--- src/rtl/core/oa_lhs_pkg.sv ---
// Package: shared types, constants and control structs for the OA-LHS stratum generator.
`default_nettype none
package oa_lhs_pkg;
	localparam int MaxDims  = 64;
	localparam int ModWidth = 16;
	localparam int CfgIdxW  = 2;
	localparam int CfgDataW = 32;

	localparam logic [CfgIdxW-1:0] REG_PRIME = 2'd0;
	localparam logic [CfgIdxW-1:0] REG_STEP  = 2'd1;
	localparam logic [CfgIdxW-1:0] REG_START = 2'd2;
	localparam logic [CfgIdxW-1:0] REG_DIMS  = 2'd3;

	localparam logic OP_LOAD   = 1'b0;
	localparam logic OP_SAMPLE = 1'b1;

	typedef struct packed {
		logic        op;
		logic [5:0]  dim_index;
		logic [15:0] coef_a;
		logic [15:0] coef_b;
		logic [15:0] perm_mult;
		logic [15:0] perm_add;
	} in_item_t;

	typedef struct packed {
		logic [15:0] stratum;
		logic [5:0]  dim_out;
		logic        last;
	} out_item_t;

	// Sequencer to reduction unit.
	typedef struct packed {
		logic start;
		logic quot;
	} mod_ctl_t;

	typedef enum logic [3:0] {
		ST_IDLE, ST_ADV, ST_ADV_W, ST_SPLIT, ST_SPLIT_W,
		ST_RD, ST_M1, ST_R1, ST_R1_W, ST_M2, ST_R2, ST_R2_W, ST_OUT
	} state_t;
endpackage
`default_nettype wire

--- src/rtl/core/oa_lhs_modred.sv ---
// Shared iterative restoring reduction unit: x mod m and x / m, one bit per cycle.
`default_nettype none
module oa_lhs_modred #(
	parameter int ModWidth = oa_lhs_pkg::ModWidth
) (
	input  wire                        clk,
	input  wire                        arst_n,
	input  oa_lhs_pkg::mod_ctl_t       ctl,
	input  wire  [2*ModWidth+1:0]      x,
	input  wire  [2*ModWidth-1:0]      m,
	output logic                       busy,
	output logic [2*ModWidth+1:0]      quo,
	output logic [2*ModWidth-1:0]      rem
);
	localparam int XW = 2*ModWidth+2;
	localparam int MW = 2*ModWidth;
	localparam int CW = $clog2(XW+1);

	logic [CW-1:0] cnt_q;
	logic [XW-1:0] x_q;
	logic [XW-1:0] q_q;
	logic [MW:0]   r_q;
	logic [MW-1:0] m_q;
	logic [MW:0]   sh;
	logic [MW:0]   diff;

	assign sh   = {r_q[MW-1:0], x_q[XW-1]};
	assign diff = sh - {1'b0, m_q};

	always_ff @(posedge clk or negedge arst_n) begin
		if (!arst_n) begin
			cnt_q <= '0;
		end else if (ctl.start) begin
			cnt_q <= CW'(XW);
		end else if (cnt_q != '0) begin
			cnt_q <= cnt_q - 1'b1;
		end
	end

	always_ff @(posedge clk) begin
		if (ctl.start) begin
			x_q <= x;
			m_q <= m;
			r_q <= '0;
			q_q <= '0;
		end else if (cnt_q != '0) begin
			x_q <= {x_q[XW-2:0], 1'b0};
			if (!diff[MW]) begin
				r_q <= diff;
				q_q <= {q_q[XW-2:0], 1'b1};
			end else begin
				r_q <= sh;
				q_q <= {q_q[XW-2:0], 1'b0};
			end
		end
	end

	assign busy = (cnt_q != '0) || ctl.start;
	assign quo  = (m_q == '0) ? '0 : q_q;
	assign rem  = (m_q == '0) ? '0 : r_q[MW-1:0];

`ifndef ASSERT_OFF
	a_rem_below: assert property (@(posedge clk) disable iff (!arst_n)
		(cnt_q == '0 && !ctl.start && m_q != '0) |-> (r_q[MW-1:0] < m_q))
		else $error("remainder not below modulus");
	a_cnt_load: assert property (@(posedge clk) disable iff (!arst_n)
		ctl.start |=> (cnt_q == CW'(XW)))
		else $error("count not loaded");
	a_quo_flag: assert property (@(posedge clk) disable iff (!arst_n)
		ctl.quot |-> ctl.start)
		else $error("quotient request without start");
`endif
endmodule
`default_nettype wire

--- config.mk ---
export PLATFORM = sky130hd
export DESIGN_NAME = oa_lhs_modred
export DESIGN_NICKNAME = d
export VERILOG_FILES = /design/src/rtl/core/oa_lhs_pkg.sv /design/src/rtl/core/oa_lhs_modred.sv
export SDC_FILE = /design/constraint.sdc
export NUM_CORES = 1
export LEC_CHECK = 0
export ABC_AREA = 0
export BUFFER_PORTS_ARGS = -buffer_cell sky130_fd_sc_hd__buf_2
export CORE_MARGIN = 2
export CORE_UTILIZATION = 56
export DETAILED_ROUTE_END_ITERATION = 10
export MAX_ROUTING_LAYER = met4
export PLACE_DENSITY = 0.91
export SYNTH_ARGS = -nofsm -noshare
export SYNTH_HDL_FRONTEND = slang
export SYNTH_SLANG_ARGS = --single-unit
--- constraint.sdc ---
create_clock -name clk -period 3.55 [get_ports clk]
set_input_delay 0.71 -clock clk [delete_from_list [all_inputs] [get_ports clk]]
set_output_delay 0.71 -clock clk [all_outputs]
set_load 0.01 [all_outputs]
==> flow_metrics.tcl <==
set metrics [dict create \
    outcome "finished, final reports clean" \
    syn2layout_area_growth_pct 18.6 \
    hpwl_microns 12100 \
    num_rows 42 \
    reg2reg_from "m_q[0]" \
    crit_arrival_ns 2.62 \
    muxShareOfSynthArea_pct 8.24 \
    die_x_microns 120 \
    critPathSlowestCell "nor4_1" \
    clk_path_buf_depth 2 \
    tightest_slew_ns 0.846 \
    p_leak_nw 3.95 \
    reg2reg_to "r_q[11]" \
    synth_flop_cell "edfxtp_1" \
    ctsResizeCount 0 \
    cts_setup_buffers 0 \
    cts_buffers 17 \
    final_hold_viol_count 0 \
    synthAdderAreaFrac_pct 5.74 \
    setup_viol 0 \
    dieArea_sq_um 14400 \
    worst_path_largest_cell_delay_ns 0.55 \
    rrSetupSlack_ns 0.29 \
    viasPerCell 5.59 \
    cap_violations 0 \
    yosys.area.top_type "edfxtp_1" \
    setup_tns_ns 0 \
    drc 0 \
    synth_commonest_cells "121 x nand2_1, 73 x a21oi_1, 69 x nor2b_1" \
    yosysTopAreaCellShare_pct 26.3 \
    holdBufCountCts 0 \
    drt_iter0_drc 415 \
    numPortBuffers 135 \
    antenna_found_initial 0 \
    design.core.area_sq_um 13200 \
    ys_top_cells_by_area "edfxtp_1 26%, dfxtp_1 18%, nand2_1 6.0%, nor2b_1 5.7%, ha_1 5.5%" \
    cts-root-buf "clkbuf_16" \
    maxSlewHeadroom_pct 43.6 \
    start_util_pct 57.2 \
    synth-warning-count 0 \
    yosysSeqAreaShare_pct 45.8 \
    yosys.area_share.simple_pct 17.7 \
    drtPass1Iterations 6 \
    num-fill-cells 969 \
    final_core_util_pct 67.8 \
    fin_crit_ns 3.33 \
    overflow 0 \
    peakVddDrop_v 0.000356 \
    grt_first_pass_wirelength_microns 28600 \
    place.gp.congestion 0.973 \
    async_flop_share_pct 4.35 \
    grt_pass1_vias 6060 \
    clock_latency_ns 0.42 \
    ys_seq_elements 138 \
    clk_pin_slew_worst_paths_ns 0.06 \
    num_vias 6175 \
    cp_cell_sequence "nor4_1, nand4_1, nor2_4, buf_4, nor2b_1, buf_2" \
    cp.required_ns 2.84 \
    path_max_fanout 26 \
    routed_wl_microns 17600 \
    synth-edff-count 66 \
    layout.nets 1020 \
    synth_nets 898 \
    finalCritPeriodShare_pct 93.8 \
    synthMostInstantiatedCell "nand2_1" \
    rr_worst_depth 12 \
    synth.distinct_cells 62 \
    die_h_microns 120 \
    p_per_area_nw_per_um2 750 \
    hold_path_class "in2async" \
    postRouteAntennaNets 0 \
    syn_inst 794 \
    synth-xor-area-share_pct 3.73 \
    rsz0062_at_grt "false" \
    finalClockSkew_ns 0.0122 \
    track_usage_pct 25.7 \
    synth-compound-area-share_pct 14.2 \
    syn_area_sq_um 7540 \
    grt_max_degree 68 \
    path_class "reg2out" \
    htree_levels 4 \
    cp-start-kind "flop" \
    num_antenna_cells 0 \
    wire_per_inst_microns 16.0 \
    synth_top_family_by_area "simple AND/OR/NAND/NOR gates" \
    io_pins 137 \
    clock_sinks 138 \
    drive_above_1_share_pct 23.7 \
    crit_path_end_kind "primary output" \
    drv_slew 0 \
    fmax_mhz 300 \
    syn_area_per_cell_sq_um 9.50 \
    cts_tree "yes" \
]
==> cell usage in the layout (no fill, tap or decap), types with 4 or more instances in the layout <==
| master | count |
|---|---|
| nor2_1 | 32 |
| and3_1 | 4 |
| buf_2 | 134 |
| ha_1 | 33 |
| inv_1 | 44 |
| nor2b_1 | 69 |
| inv_6 | 4 |
| edfxtp_1 | 66 |
| xor2_1 | 9 |
| mux2_2 | 33 |
| and2_1 | 4 |
| o21ai_0 | 15 |
| buf_4 | 9 |
| dfrtp_1 | 6 |
| dfxtp_1 | 66 |
| a21oi_2 | 4 |
| a21o_1 | 8 |
| a21oi_1 | 73 |
| nor4_1 | 8 |
| o21ai_1 | 23 |
| o21bai_1 | 5 |
| nand2b_1 | 7 |
| nand4_1 | 10 |
| nand2_1 | 121 |
| clkbuf_16 | 17 |
| mux2i_1 | 25 |
| nor3_1 | 6 |
| a211oi_1 | 11 |
| xnor2_1 | 20 |
==> where the power goes <==
group / internal, mW / switching (mW)
Combinational: 1.25 / 1.54
Sequential: 1.95 / 0.240
Clock: 1.04 / 0.691
Total: 4.24 / 2.47
==> cell type report <==
class / count / area, sq um / area share [%]
Inverter: 44 / 165 / 1.85
Clock inverter: 13 / 141 / 1.58
Tap cell: 176 / 220 / 2.46
Multi-Input combinational cell: 570 / 3760 / 42.0
Clock buffer: 19 / 433 / 4.84
Timing Repair Buffer: 145 / 778 / 8.70
Sequential cell: 138 / 3450 / 38.6
==> stage by stage <==
step	std cells	hold WS, ns	instance area, sq um	power [mW]	setup WS (ns)
final	1105	0.0992	8950	6.71	0.219
after global routing	1105	0.0894	8950	7.10	0.0723
after CTS	1105	0.0889	8950	6.69	0.214
after detailed placement	1073	0.446	8370	4.92	0.340
after global placement	1073	0.439	8370	4.82	0.457
after floorplan	794	0.414	7540	4.26	0.674
==> kinds of logic after synthesis <==
| kind of cell | count (synthesis) |
|---|---|
| AND/OR/NAND/NOR | 275 |
| adder cells (fa/ha/maj) | 34 |
| AO/OA/AOI/OAI | 173 |
| buffers and inverters | 86 |
| XOR/XNOR | 30 |
| flip-flops | 138 |
| multiplexers | 58 |
==> worst max-delay path by stage <==
stage | endpoint | slack (ns) | from
2_1_floorplan | r_q[11] | 0.67 | m_q[0]
3_3_place_gp | r_q[27] | 0.46 | m_q[0]
3_5_place_dp | r_q[28] | 0.34 | m_q[0]
4_1_cts | rem[13] | 0.21 | m_q[26]
5_1_grt | rem[26] | 0.07 | m_q[26]
6_report | rem[13] | 0.22 | m_q[26]
==> sequential cells by signal, summed over array words and instances (netlist names) <==
register / cells
m_q: 32
q_q: 34
x_q: 34
cnt_q: 6
r_q: 32
==> worst max-delay path: cells and delay by family, from the launching register on <==
family	cells	cell delay, ns
AND/OR/NAND/NOR	4	1.27
buffers and inverters	2	0.48
flip-flops	1	0.44
==> routing by layer <==
layer	wire length [microns]	share of wire, %	vias up	track usage, %
li1	-	-	3045	-
met1	7610	43	2864	31.6
met2	8280	47	218	39.7
met3	1090	6.2	48	6.70
met4	663	3.8	0	12.4
met5	0	0	-	-
Power figures use the tool's default switching activity.
